[config.mk]
export PLATFORM = sky130hd
export DESIGN_NAME = soft_shadow_step_accumulator_core
export DESIGN_NICKNAME = d
export VERILOG_FILES = /design/src/hw/rtl/sssa_pkg.sv /design/src/hw/rtl/sssa_csub.sv /design/src/hw/rtl/soft_shadow_step_accumulator_core.sv
export SDC_FILE = /design/constraint.sdc
export NUM_CORES = 2
export LEC_CHECK = 0
export ABC_AREA = 1
export CAP_MARGIN = 10
export CORE_UTILIZATION = 58
export CTS_CLUSTER_SIZE = 25
export DETAILED_ROUTE_END_ITERATION = 8
export DONT_BUFFER_PORTS = 1
export PLACE_DENSITY_LB_ADDON = 0.12
export SETUP_SLACK_MARGIN = 0.02
export SLEW_MARGIN = 20
export SYNTH_ARGS = -nofsm -noshare
export SYNTH_HDL_FRONTEND = slang
export SYNTH_SLANG_ARGS = --single-unit
[constraint.sdc]
create_clock -name clk -period 9.95 [get_ports clk]
set_input_delay 0.4975 -clock clk [delete_from_list [all_inputs] [get_ports clk]]
set_output_delay 0.4975 -clock clk [all_outputs]
set_load 0.01 [all_outputs]
[src/hw/rtl/sssa_pkg.sv]
// Package for the soft shadow step accumulator: widths, reset values,
// register indexes, sequencer states and the compare-subtract result type.
// No dependencies; every other file of the block refers to it by scoped names.
package sssa_pkg;

    // Field and state widths.
    localparam int DIST_W     = 24;   // distance sample, unsigned Q8.16
    localparam int MARCH_W    = 32;   // march and previous distance
    localparam int FACTOR_W   = 17;   // factor, Q1.16
    localparam int STRENGTH_W = 16;   // light strength, Q8.8
    localparam int WIDE_W     = 48;   // square of a distance sample
    localparam int CNT_W      = 5;    // step counter of the shared unit
    localparam int REM_W      = 33;   // partial remainder
    localparam int CSUB_W     = 34;   // compare-subtract operand width
    localparam int CFG_ADDR_W = 2;
    localparam int CFG_DATA_W = 24;

    localparam logic [FACTOR_W-1:0] FACTOR_ONE = 17'd65536;
    localparam logic [MARCH_W-1:0]  DIST_MAX   = 32'hFFFF_FFFF;

    // Register reset values.
    localparam logic [STRENGTH_W-1:0] LIGHT_STRENGTH_RST = 16'd4096;
    localparam logic [FACTOR_W-1:0]   SHADOW_FLOOR_RST   = 17'd13107;
    localparam logic [DIST_W-1:0]     START_OFFSET_RST   = 24'd66;

    // Configuration register indexes.
    localparam logic [CFG_ADDR_W-1:0] REG_LIGHT_STRENGTH = 2'd0;
    localparam logic [CFG_ADDR_W-1:0] REG_SHADOW_FLOOR   = 2'd1;
    localparam logic [CFG_ADDR_W-1:0] REG_START_OFFSET   = 2'd2;

    // Sequencer states.
    typedef enum logic [3:0] {
        ST_IDLE,
        ST_MUL_D,
        ST_CHK,
        ST_DIV1,
        ST_YCHK,
        ST_MUL_Y,
        ST_RAD,
        ST_SQRT,
        ST_MUL_N,
        ST_QCHK,
        ST_DIV2,
        ST_UPD,
        ST_FIN
    } state_t;

    // Result of one compare-subtract step.
    typedef struct packed {
        logic              ge;
        logic [CSUB_W-1:0] diff;
    } csub_res_t;

endpackage

[src/hw/rtl/sssa_csub.sv]
// Shared compare-subtract unit of the soft shadow step accumulator.
// Depends on sssa_pkg for the operand width and the result struct.
module sssa_csub
(
    input  logic [sssa_pkg::CSUB_W-1:0] a,
    input  logic [sssa_pkg::CSUB_W-1:0] b,
    output sssa_pkg::csub_res_t         res
);

    logic [sssa_pkg::CSUB_W:0] diff_ext;

    // One subtraction serves both the compare (borrow) and the new remainder.
    assign diff_ext = {1'b0, a} - {1'b0, b};
    assign res.ge   = ~diff_ext[sssa_pkg::CSUB_W];
    assign res.diff = diff_ext[sssa_pkg::CSUB_W-1:0];

endmodule

[src/hw/rtl/soft_shadow_step_accumulator_core.sv]
// Soft shadow step accumulator: one lane of a soft shadow ray march.
// A finished ray goes from the input transfer straight to ST_FIN; a full step may first
// run the multiply, division and square-root states. Any output stall holds ST_FIN.
// A new item is taken only back in ST_IDLE; the shared compare-subtract unit produces
// one quotient or root bit per cycle (32 + 24 + 17 steps).
// Reset (rst_n low, asynchronous) loads the register and march reset values.
module soft_shadow_step_accumulator_core
(
    input  logic        clk,
    input  logic        rst_n,

    // Input stream.
    input  logic        s_tvalid,
    output logic        s_tready,
    input  logic [23:0] s_tdata,    // [23:0] dist_sample
    input  logic [1:0]  s_tuser,    // [0] start_ray, [1] ray_finished

    // Result stream.
    output logic        m_tvalid,
    input  logic        m_tready,
    output logic [39:0] m_tdata,    // [16:0] shadow_factor, [33:17] shadow_clamped, rest zero

    // Configuration write port.
    input  logic                                cfg_we,
    input  logic [sssa_pkg::CFG_ADDR_W-1:0]     cfg_addr,
    input  logic [sssa_pkg::CFG_DATA_W-1:0]     cfg_wdata
);

    // ------------------------------------------------------------------
    // Configuration registers. Writes to an unknown index are dropped.
    // ------------------------------------------------------------------
    logic [sssa_pkg::STRENGTH_W-1:0] light_strength_reg;
    logic [sssa_pkg::FACTOR_W-1:0]   shadow_floor_reg;
    logic [sssa_pkg::DIST_W-1:0]     start_offset_reg;

    always_ff @(posedge clk or negedge rst_n)
    begin
        if (!rst_n)
        begin
            light_strength_reg <= sssa_pkg::LIGHT_STRENGTH_RST;
            shadow_floor_reg   <= sssa_pkg::SHADOW_FLOOR_RST;
            start_offset_reg   <= sssa_pkg::START_OFFSET_RST;
        end
        else if (cfg_we)
        begin
            unique case (cfg_addr)
                sssa_pkg::REG_LIGHT_STRENGTH:
                    light_strength_reg <= cfg_wdata[sssa_pkg::STRENGTH_W-1:0];
                sssa_pkg::REG_SHADOW_FLOOR:
                    shadow_floor_reg <= cfg_wdata[sssa_pkg::FACTOR_W-1:0];
                sssa_pkg::REG_START_OFFSET:
                    start_offset_reg <= cfg_wdata;
                default:
                begin
                end
            endcase
        end
    end

    // ------------------------------------------------------------------
    // Sequencer and datapath registers.
    // ------------------------------------------------------------------
    sssa_pkg::state_t state_reg, state_next;

    logic [sssa_pkg::CNT_W-1:0]    cnt_reg, cnt_next;
    logic [sssa_pkg::REM_W-1:0]    rem_reg, rem_next;
    logic [31:0]                   quo_reg, quo_next;
    logic [sssa_pkg::WIDE_W-1:0]   mid_reg, mid_next;
    logic [sssa_pkg::WIDE_W-1:0]   prod_reg, prod_next;
    logic [sssa_pkg::MARCH_W-1:0]  den_reg, den_next;
    logic [sssa_pkg::DIST_W-1:0]   d_reg, d_next;
    logic                          fin_reg, fin_next;

    logic [sssa_pkg::MARCH_W-1:0]  march_reg, march_next;
    logic [sssa_pkg::MARCH_W-1:0]  prev_reg, prev_next;
    logic [sssa_pkg::FACTOR_W-1:0] factor_reg, factor_next;

    logic                          m_valid_reg, m_valid_next;
    logic [sssa_pkg::FACTOR_W-1:0] m_factor_reg, m_factor_next;
    logic [sssa_pkg::FACTOR_W-1:0] m_clamped_reg, m_clamped_next;

    // Shared multiplier: one product per cycle, always registered.
    logic [sssa_pkg::DIST_W-1:0]   mul_a, mul_b;
    logic [sssa_pkg::WIDE_W-1:0]   mul_p;

    // Shared compare-subtract unit.
    logic [sssa_pkg::CSUB_W-1:0]   csub_a, csub_b;
    sssa_pkg::csub_res_t           csub_res;

    // Helpers.
    logic [sssa_pkg::MARCH_W:0]    march_sum;
    logic [sssa_pkg::FACTOR_W-1:0] clamp_lo;
    logic [sssa_pkg::FACTOR_W-1:0] clamped;
    logic                          y_big;
    logic                          out_free;

    assign mul_p = mul_a * mul_b;

    sssa_csub u_csub
    (
        .a   (csub_a),
        .b   (csub_b),
        .res (csub_res)
    );

    assign s_tready = (state_reg == sssa_pkg::ST_IDLE);
    assign m_tvalid = m_valid_reg;
    assign m_tdata  = {6'd0, m_clamped_reg, m_factor_reg};
    assign out_free = !m_valid_reg || m_tready;

    // The march distance saturates at the largest distance.
    assign march_sum = {1'b0, march_reg} + {9'd0, d_reg};

    // The clamp keeps the floor but never lets the output rise above one.
    assign clamp_lo = (factor_reg < shadow_floor_reg) ? shadow_floor_reg : factor_reg;
    assign clamped  = (clamp_lo > sssa_pkg::FACTOR_ONE) ? sssa_pkg::FACTOR_ONE : clamp_lo;

    // y = d*d / (2*prev) does not fit in 32 bits when d*d >= prev * 2^33. Such a
    // y exceeds every march distance, so the factor stays. A zero previous
    // distance also lands here, which is the infinite-y case.
    assign y_big = (prev_reg[31:15] == 17'd0) && (mid_reg[47:33] >= prev_reg[14:0]);

    // Operand selection for the shared units.
    always_comb
    begin
        mul_a  = '0;
        mul_b  = '0;
        csub_a = '0;
        csub_b = '0;
        case (state_reg)
            sssa_pkg::ST_MUL_D:
            begin
                mul_a = d_reg;
                mul_b = d_reg;
            end
            sssa_pkg::ST_MUL_Y:
            begin
                mul_a = quo_reg[23:0];
                mul_b = quo_reg[23:0];
            end
            sssa_pkg::ST_MUL_N:
            begin
                mul_a = {8'd0, light_strength_reg};
                mul_b = quo_reg[23:0];
            end
            sssa_pkg::ST_DIV1:
            begin
                // Long division of d*d by 2*prev, one quotient bit per step.
                csub_a = {rem_reg, mid_reg[{1'b0, cnt_reg}]};
                csub_b = {1'b0, prev_reg, 1'b0};
            end
            sssa_pkg::ST_SQRT:
            begin
                // Digit-by-digit square root, two radicand bits per step.
                csub_a = {6'd0, rem_reg[25:0], mid_reg[{cnt_reg, 1'b0} +: 2]};
                csub_b = {9'd0, quo_reg[22:0], 2'b01};
            end
            sssa_pkg::ST_DIV2:
            begin
                csub_a = {rem_reg, mid_reg[{1'b0, cnt_reg}]};
                csub_b = {2'd0, den_reg};
            end
            default:
            begin
            end
        endcase
    end

    // Next state and datapath updates.
    always_comb
    begin
        state_next     = state_reg;
        cnt_next       = cnt_reg;
        rem_next       = rem_reg;
        quo_next       = quo_reg;
        mid_next       = mid_reg;
        prod_next      = prod_reg;
        den_next       = den_reg;
        d_next         = d_reg;
        fin_next       = fin_reg;
        march_next     = march_reg;
        prev_next      = prev_reg;
        factor_next    = factor_reg;
        m_valid_next   = m_valid_reg && !m_tready;
        m_factor_next  = m_factor_reg;
        m_clamped_next = m_clamped_reg;

        unique case (state_reg)
            sssa_pkg::ST_IDLE:
            begin
                if (s_tvalid)
                begin
                    d_next   = s_tdata;
                    fin_next = s_tuser[1];
                    if (s_tuser[0])
                    begin
                        march_next  = {8'd0, start_offset_reg};
                        prev_next   = sssa_pkg::DIST_MAX;
                        factor_next = sssa_pkg::FACTOR_ONE;
                    end
                    // A finished ray skips the factor update: it only advances the march and emits the result.
                    state_next = s_tuser[1] ? sssa_pkg::ST_FIN : sssa_pkg::ST_MUL_D;
                end
            end

            sssa_pkg::ST_MUL_D:
            begin
                mid_next   = mul_p;
                state_next = sssa_pkg::ST_CHK;
            end

            sssa_pkg::ST_CHK:
            begin
                if (y_big)
                begin
                    state_next = sssa_pkg::ST_FIN;
                end
                else
                begin
                    // The quotient fits in 32 bits, so the top 16 bits of
                    // the dividend already sit below the divisor.
                    rem_next   = {17'd0, mid_reg[47:32]};
                    quo_next   = '0;
                    cnt_next   = 5'd31;
                    state_next = sssa_pkg::ST_DIV1;
                end
            end

            sssa_pkg::ST_DIV1,
            sssa_pkg::ST_SQRT,
            sssa_pkg::ST_DIV2:
            begin
                quo_next = {quo_reg[30:0], csub_res.ge};
                rem_next = csub_res.ge ? csub_res.diff[sssa_pkg::REM_W-1:0]
                                       : csub_a[sssa_pkg::REM_W-1:0];
                cnt_next = cnt_reg - 5'd1;
                if (cnt_reg == 5'd0)
                begin
                    if (state_reg == sssa_pkg::ST_DIV1)
                        state_next = sssa_pkg::ST_YCHK;
                    else if (state_reg == sssa_pkg::ST_SQRT)
                        state_next = sssa_pkg::ST_MUL_N;
                    else
                        state_next = sssa_pkg::ST_UPD;
                end
            end

            sssa_pkg::ST_YCHK:
            begin
                if (march_reg <= quo_reg)
                begin
                    // The divisor would be zero or negative: factor stays.
                    state_next = sssa_pkg::ST_FIN;
                end
                else
                begin
                    den_next = march_reg - quo_reg;
                    if (quo_reg > {8'd0, d_reg})
                    begin
                        // Negative radicand: the chord is zero.
                        quo_next   = '0;
                        state_next = sssa_pkg::ST_MUL_N;
                    end
                    else
                    begin
                        state_next = sssa_pkg::ST_MUL_Y;
                    end
                end
            end

            sssa_pkg::ST_MUL_Y:
            begin
                prod_next  = mul_p;
                state_next = sssa_pkg::ST_RAD;
            end

            sssa_pkg::ST_RAD:
            begin
                mid_next   = mid_reg - prod_reg;
                rem_next   = '0;
                quo_next   = '0;
                cnt_next   = 5'd23;
                state_next = sssa_pkg::ST_SQRT;
            end

            sssa_pkg::ST_MUL_N:
            begin
                prod_next  = mul_p;
                state_next = sssa_pkg::ST_QCHK;
            end

            sssa_pkg::ST_QCHK:
            begin
                // The quotient strength*h*256/den only matters below 2^17,
                // because the factor never exceeds one.
                if ({1'b0, prod_reg[39:0]} >= {den_reg, 9'd0})
                begin
                    state_next = sssa_pkg::ST_FIN;
                end
                else
                begin
                    mid_next   = {prod_reg[39:0], 8'd0};
                    rem_next   = {2'd0, prod_reg[39:9]};
                    quo_next   = '0;
                    cnt_next   = 5'd16;
                    state_next = sssa_pkg::ST_DIV2;
                end
            end

            sssa_pkg::ST_UPD:
            begin
                if (quo_reg[16:0] < factor_reg)
                    factor_next = quo_reg[16:0];
                state_next = sssa_pkg::ST_FIN;
            end

            sssa_pkg::ST_FIN:
            begin
                // Wait for the output register to free before advancing
                // the march, so the update happens exactly once.
                if (out_free)
                begin
                    prev_next      = {8'd0, d_reg};
                    march_next     = march_sum[sssa_pkg::MARCH_W] ? sssa_pkg::DIST_MAX
                                                                  : march_sum[31:0];
                    m_valid_next   = 1'b1;
                    m_factor_next  = factor_reg;
                    m_clamped_next = clamped;
                    state_next     = sssa_pkg::ST_IDLE;
                end
            end

            default:
            begin
                state_next = sssa_pkg::ST_IDLE;
            end
        endcase
    end

    // Control and march state.
    always_ff @(posedge clk or negedge rst_n)
    begin
        if (!rst_n)
        begin
            state_reg   <= sssa_pkg::ST_IDLE;
            m_valid_reg <= 1'b0;
            march_reg   <= {8'd0, sssa_pkg::START_OFFSET_RST};
            prev_reg    <= sssa_pkg::DIST_MAX;
            factor_reg  <= sssa_pkg::FACTOR_ONE;
            cnt_reg     <= '0;
        end
        else
        begin
            state_reg   <= state_next;
            m_valid_reg <= m_valid_next;
            march_reg   <= march_next;
            prev_reg    <= prev_next;
            factor_reg  <= factor_next;
            cnt_reg     <= cnt_next;
        end
    end

    // Payload registers.
    always_ff @(posedge clk)
    begin
        rem_reg       <= rem_next;
        quo_reg       <= quo_next;
        mid_reg       <= mid_next;
        prod_reg      <= prod_next;
        den_reg       <= den_next;
        d_reg         <= d_next;
        fin_reg       <= fin_next;
        m_factor_reg  <= m_factor_next;
        m_clamped_reg <= m_clamped_next;
    end

`ifndef SYNTHESIS
    // A running factor above one would mean the minimum was taken wrongly.
    a_factor_le_one: assert property (@(posedge clk) disable iff (!rst_n)
        factor_reg <= sssa_pkg::FACTOR_ONE)
        else $error("shadow factor above one");

    // A transfer on the input always starts work on the next cycle.
    a_busy_after_accept: assert property (@(posedge clk) disable iff (!rst_n)
        (s_tvalid && s_tready) |=> (state_reg != sssa_pkg::ST_IDLE))
        else $error("sequencer idle after input transfer");

    // The first division keeps its remainder below the divisor.
    a_div1_rem: assert property (@(posedge clk) disable iff (!rst_n)
        (state_reg == sssa_pkg::ST_DIV1) |-> ({1'b0, rem_reg} < {1'b0, prev_reg, 1'b0}))
        else $error("first division remainder out of range");

    // A finished ray never reaches the factor update.
    a_finished_keeps: assert property (@(posedge clk) disable iff (!rst_n)
        (state_reg == sssa_pkg::ST_UPD) |-> !fin_reg)
        else $error("factor update on a finished ray");

    // The clamped result never exceeds one.
    a_clamp_le_one: assert property (@(posedge clk) disable iff (!rst_n)
        m_valid_reg |-> (m_clamped_reg <= sssa_pkg::FACTOR_ONE))
        else $error("clamped output above one");
`endif

endmodule
-- Yosys cells after proc, flatten, opt, wreduce, memory -nomap -nowiden
Cells that the tools add are included.
- $add $sub $neg: 5
- multiply operators: 1
- magnitude comparators: 8
- eq/ne operators: 23
- shift operators: 1
- muxes and demuxes: 47
- bitwise gates (word level): 2
- reduce and logical (&&, ||, !) cells: 29
- operator list (operator ; count):
    two-way mux 32 bit ; 11
    case mux 32 bit (5 select lines) ; 1
    case mux 48 bit (3 select lines) ; 1
    case mux 33 bit (4 select lines) ; 1
    case mux 32 bit (2 select lines) ; 2
    two-way mux 33 bit ; 3
    case mux 33 bit (3 select lines) ; 1
    case mux 24 bit (3 select lines) ; 1
    two-way mux 17 bit ; 4
    case mux 34 bit (2 select lines) ; 1
    multiplier 24 x 24 -> 48 bit ; 1
    two-way mux 48 bit ; 1
    case mux 24 bit (2 select lines) ; 1
    indexed part select 48 x 7 -> 2 bit ; 1
    subtractor 48 bit ; 1
    case mux 4 bit (11 select lines) ; 1
    greater-or-equal comparator 40 x 41 -> 1 bit ; 1
    subtractor 34 x 33 -> 35 bit ; 1
    < comparator 17 bit ; 2
    case mux 17 bit (2 select lines) ; 1
    adder 32 x 24 -> 33 bit ; 1
    greater-than comparator 32 x 24 -> 1 bit ; 1
    <= comparator 32 bit ; 1
    two-way mux 4 bit ; 8
    other kinds (37) ; 68
- flip-flop bits (word level): 399
- logic and storage cells: 133

-- Logic depth before layout (Yosys ltp)
- depth in word-level cells: 6
- mapped depth: 40
- gate-level depth less buffers: 38

-- By module
Synthesis repeated with hierarchy kept, for this count alone.
- cells, all modules: 6636
- area, all modules: 49570.0 um2
- by module, submodules not included (module ; times used ; cells an instance ; area each (um2) ; seq. area each (um2)):
    soft_shadow_step_accumulator_core ; 1 ; 6124 ; 47062.6 ; 11114.4
    sssa_csub ; 1 ; 512 ; 2507.4 ; 0.0

-- Worst setup path after synthesis
No wires, ideal clock.
- path kind: register to register
- from: register state_reg[2]
- to: register mid_reg[34] (netlist bit) (data pin)
- library setup time: 0.253 ns
- arrival: 7.218 ns
- data required time: 9.697 ns
- setup slack: 2.479 ns
- stages on the path, launching flop included: 38
- path buffers: 2
- clock period less this slack: 7.471 ns
- path through: dfrtp_1 nor2_4 inv_2 nor2_2 nor2_4 inv_2 buf_4 a21oi_1 inv_1 buf_2 nand2_1 fa_1 inv_1 fa_1 inv_1 fa_1 inv_1 fa_1 [... 2 more ...] inv_1 fa_1 inv_1 fa_1 inv_1 ha_1 nand2_1 nor2_1 inv_1 o21ai_0 a21o_1 nand3_1 nand2_1 nand2_1 nand3_1 o21ai_0 inv_1 nand2_1
- longest elaborated chain between the ends: 5
- ends and longest elaborated chain (item ; line ; source):
    start, declared ; soft_shadow_step_accumulator_core.sv:63 ; sssa_pkg::state_t state_reg, state_next;
    start signal, assigned ; soft_shadow_step_accumulator_core.sv:345 ; state_reg <= sssa_pkg::ST_IDLE;
    start signal, assigned ; soft_shadow_step_accumulator_core.sv:354 ; state_reg <= state_next;
    == test 4 bit / == test 4 x 3 -> 1 bit (equally long branches) ; soft_shadow_step_accumulator_core.sv:130 ; case (state_reg)
    OR reduction 2 bit (no line) ; - ;
    case mux 24 bit (2 select lines) ; soft_shadow_step_accumulator_core.sv:130 ;
    multiplier 24 x 24 -> 48 bit ; soft_shadow_step_accumulator_core.sv:97 ; assign mul_p = mul_a * mul_b;
    case mux 48 bit (3 select lines) (*) ; soft_shadow_step_accumulator_core.sv:188 ; unique case (state_reg)
    named net mid_next, one bit ; soft_shadow_step_accumulator_core.sv:68 ; logic [sssa_pkg::WIDE_W-1:0] mid_reg, mid_next;
    end signal, assigned ; soft_shadow_step_accumulator_core.sv:368 ; mid_reg <= mid_next;
    end, declared ; soft_shadow_step_accumulator_core.sv:68 ;
Mark *: on every way through the listed nets, which the timed path passes. The rest lies on a longest branch.
A chain may end at the register's enable or synchronous reset.

-- Worst setup path after layout
- from: register state_reg[2]
- to: register mid_reg[41] (netlist bit) (data pin)
The elaborated chain is that of the path after synthesis.

==> metrics.md <==
| Metric | Value |
|---|---|
| Gate Count Post-Synth | `roughly 6,500` |
| Required @ worst endpoint | `~10 ns` |
| Mean Syn Cell Area | `7.57 sq um` |
| CTS H-tree lvls | `2` |
| Max transition margin | `0.228` |
| Unrepaired setup endpoints after global routing | `no` |
| Synth Cell Area | `48,900 sq um` |
| Clock slew at reported path FFs | `around 0.06 ns` |
| First-pass DRT Iterations | `8` |
| MaxCap Viol Count | `0` |
| FILL cells | `7,642` |
| Crit share post-route | `0.896` |
| Starting Density | `0.586` |
| Status | `completed` |
| Count leader, synth | `nand2_1` |
| Hold Vio Cnt, Final | `0` |
| Number of synthesized register bits | `392` |
| Core area | `between 80,000 and 90,000 sq um` |
| Slew @ Worst Pin | `1.16 ns` |
| Vias in the first global route | `42,826` |
| DIE WIDTH | `292 microns` |
| Worst setup margin | `just over 1 ns` |
| Clk sinks | `392` |
| Final Skew | `0.0464 ns` |
| CP Capture Type | `flip-flop` |
| Synth area leader | `fa_1` |
| Setup TNS | `0 ns` |
| CTS tree | `built` |
| Dpl ws | `between 1 and 1.5 ns` |
| Buffers on Ports | `0` |
| Seq/Total Area, Yosys | `0.227` |
| Synth area leaders | `fa_1 20%, edfxtp_1 15%, nand2_1 11%` |
| Number of buffers created by CTS | `47` |
| Ys Warns | `0` |
| Critical path class | `flip-flop to flip-flop` |
| Crit-path max FO | `52` |
| Worst-skew pair later-pin latency | `0.63 ns` |
| Number of synthesized flops with an enable pin | `about 250` |
| Layout cells sized above 1 | `0.0419` |
| Post-synth ARST share | `0.360` |
| Routed via count | `44,009` |
| DRC | `0` |
| Total power | `17.7 mW` |
| Largest net degree at the start of global routing | `142` |
| Final setup viols | `0` |
| Die ar. | `85,500 sq um` |
| Power per cell area | `roughly 340 nW/um^2` |
| Final net count | `~7,400` |
| Setup bufs post-CTS | `0` |
| Drt wl/cell | `22.4 microns` |
| CTS Root Cell | `clkbuf_16` |
| Overall Global Routing Usage | `0.398` |
| Routed Antenna Nets | `0` |
| Via density per instance | `5.83` |
| CP most frequent cell | `fa_1` |
| CP peak stage delay | `approximately 0.64 ns` |
| DP Area | `49,900 sq um` |
| Io pins | `99` |
| Crit path DAT | `9.26 ns` |
| Remaining global-route overflow | `0` |
| Lkg Pwr | `26.8 nW` |
| First-pass GRT wire length | `257,000 microns` |
| Top cell type's share of synthesized area | `0.199` |
| P&R area growth vs syn | `6.04%` |
| CP Launch Type | `flip-flop` |
| HPWL Detailed | `138,000 microns` |
| GPL Wtd Cong | `about 1.1` |
| Worst hold path type | `primary input to flip-flop` |
| Top_reg_cell synth | `edfxtp_1` |
| Worst vdd ir | `0.000220 V` |
| FP Rows | `~110` |
| Initial DRC count | `4,571` |
| Post-layout min period | `8.91 ns` |
| Initial antenna violation count | `3` |
| Clock buffer depth | `3` |
| Post-layout instance area | `51,900 sq um` |
| Cell variety after synth | `62` |
| Worst path slowest cell | `buf_4` |
| Max Transition Viols Final | `0` |
| Most instantiated cells after synthesis | `1,464 x nand2_1, 1,419 x inv_1, 539 x nor2_1, 486 x fa_1, 414 x ha_1` |
| Chip height | `~290 microns` |
| Post-Route WL | `169,000 microns` |
| ANT cells | `0` |
| Fmax | `112 MHz` |
cell usage in the layout (no fill, tap or decap), drive strengths merged, types with 18 or more instances in the layout:
cell,synthesis,routed
nand4,67,67
a21o,25,25
xnor2,23,23
dfstp,39,39
xor2,75,75
dlygate4sd3,0,26
and2,18,18
fa,486,486
o21bai,30,30
inv,1449,1454
a21oi,377,377
o21a,21,21
o211ai,21,21
nand3,270,270
buf,106,52
a22oi,25,25
nor3,48,48
ha,414,414
clkinv,4,21
dfrtp,102,102
nand2,1471,1471
o21ai,357,357
edfxtp,251,251
o22ai,63,63
nor2,550,550
clkbuf,65,57
metrics by stage:
stage                     hold slack [ns]  instances   util
final                              0.0338       7544  0.621
after global routing               0.0251       7544  0.621
after CTS                          0.0111       7544  0.621
after detailed placement            0.207       7429  0.598
after global placement              0.206       7428  0.597
after floorplan                     0.202       6469      -
worst paths after layout:
| check | end | start | depth (start not counted) | slack [ns] |
|---|---|---|---|---|
| setup / recovery | mid_reg[41]$_DFFE_PP_ | state_reg[2]$_DFFE_PN0P_ | 32 | 1.04 |
| hold / removal | start_offset_reg[23]$_DFFE_PN0P_ | cfg_wdata[23] | 2 | 0.03 |
| setup reg to reg | mid_reg[41]$_DFFE_PP_ | state_reg[2]$_DFFE_PN0P_ | 32 | 1.04 |
| hold reg to reg | start_offset_reg[13]$_DFFE_PN0P_ | start_offset_reg[13]$_DFFE_PN0P_ | 2 | 0.49 |
| max in group asynchronous | cnt_reg[0]$_DFFE_PN0P_ | rst_n | 2 | 8.77 |
| min in group asynchronous | march_reg[27]$_DFFE_PN0P_ | rst_n | 2 | 0.45 |
layout make-up:
class	instances	area (sq um)	area share
clock buffers	57	1260	0.0244
clock inverters	31	383	0.00738
inverters	1453	5460	0.105
multi-input cells	4453	31600	0.609
flip-flops and latches	392	11100	0.214
well taps	1080	1350	0.0260
repair buffers	78	691	0.0133
report_power, final:
group / total [mW] / switching (mW) / internal (mW) / leakage, nW
clock network: 1.86 / 0.780 / 1.08 / 0.804
logic: 12.4 / 8.53 / 3.83 / 21.9
registers: 3.53 / 0.754 / 2.77 / 4.09
per-layer routing:
layer | GRT usage | vias to the layer above | wire, microns
met3 | 0.0775 | 394 | 18100
met2 | 0.608 | 2313 | 73300
li1 | - | 20227 | -
met5 | 0 | - | 49
met4 | 0.161 | 6 | 7870
met1 | 0.558 | 21069 | 69900
worst max-delay path: cells and delay by family (launching register included):
family / cells / cell delay (ns)
adders and majority gates: 8 / 3.85
and+or+nand+nor: 13 / 2.21
buffers and inverters: 10 / 1.80
DFF: 1 / 0.45
AOI/OAI and AO/OA: 1 / 0.28
logic make-up (layout without fill, tap and decap cells):
logic type      Yosys count  count (layout)  synth area share
fa+ha+maj               900             900             0.305
other cells               1               6         0.0000766
buf+inv                1624            1619             0.128
flops                   392             392             0.227
simple gates           2462            2462             0.206
xor+xnor                 98              98            0.0175
compound gates          987             987             0.116
repair_timing:
action | CTS | global route
hold buffers | 27 | 0
gates resized for setup | 0 | 0
hold endpoints to repair | 166 | 0
(Power assumes the default switching activity.)
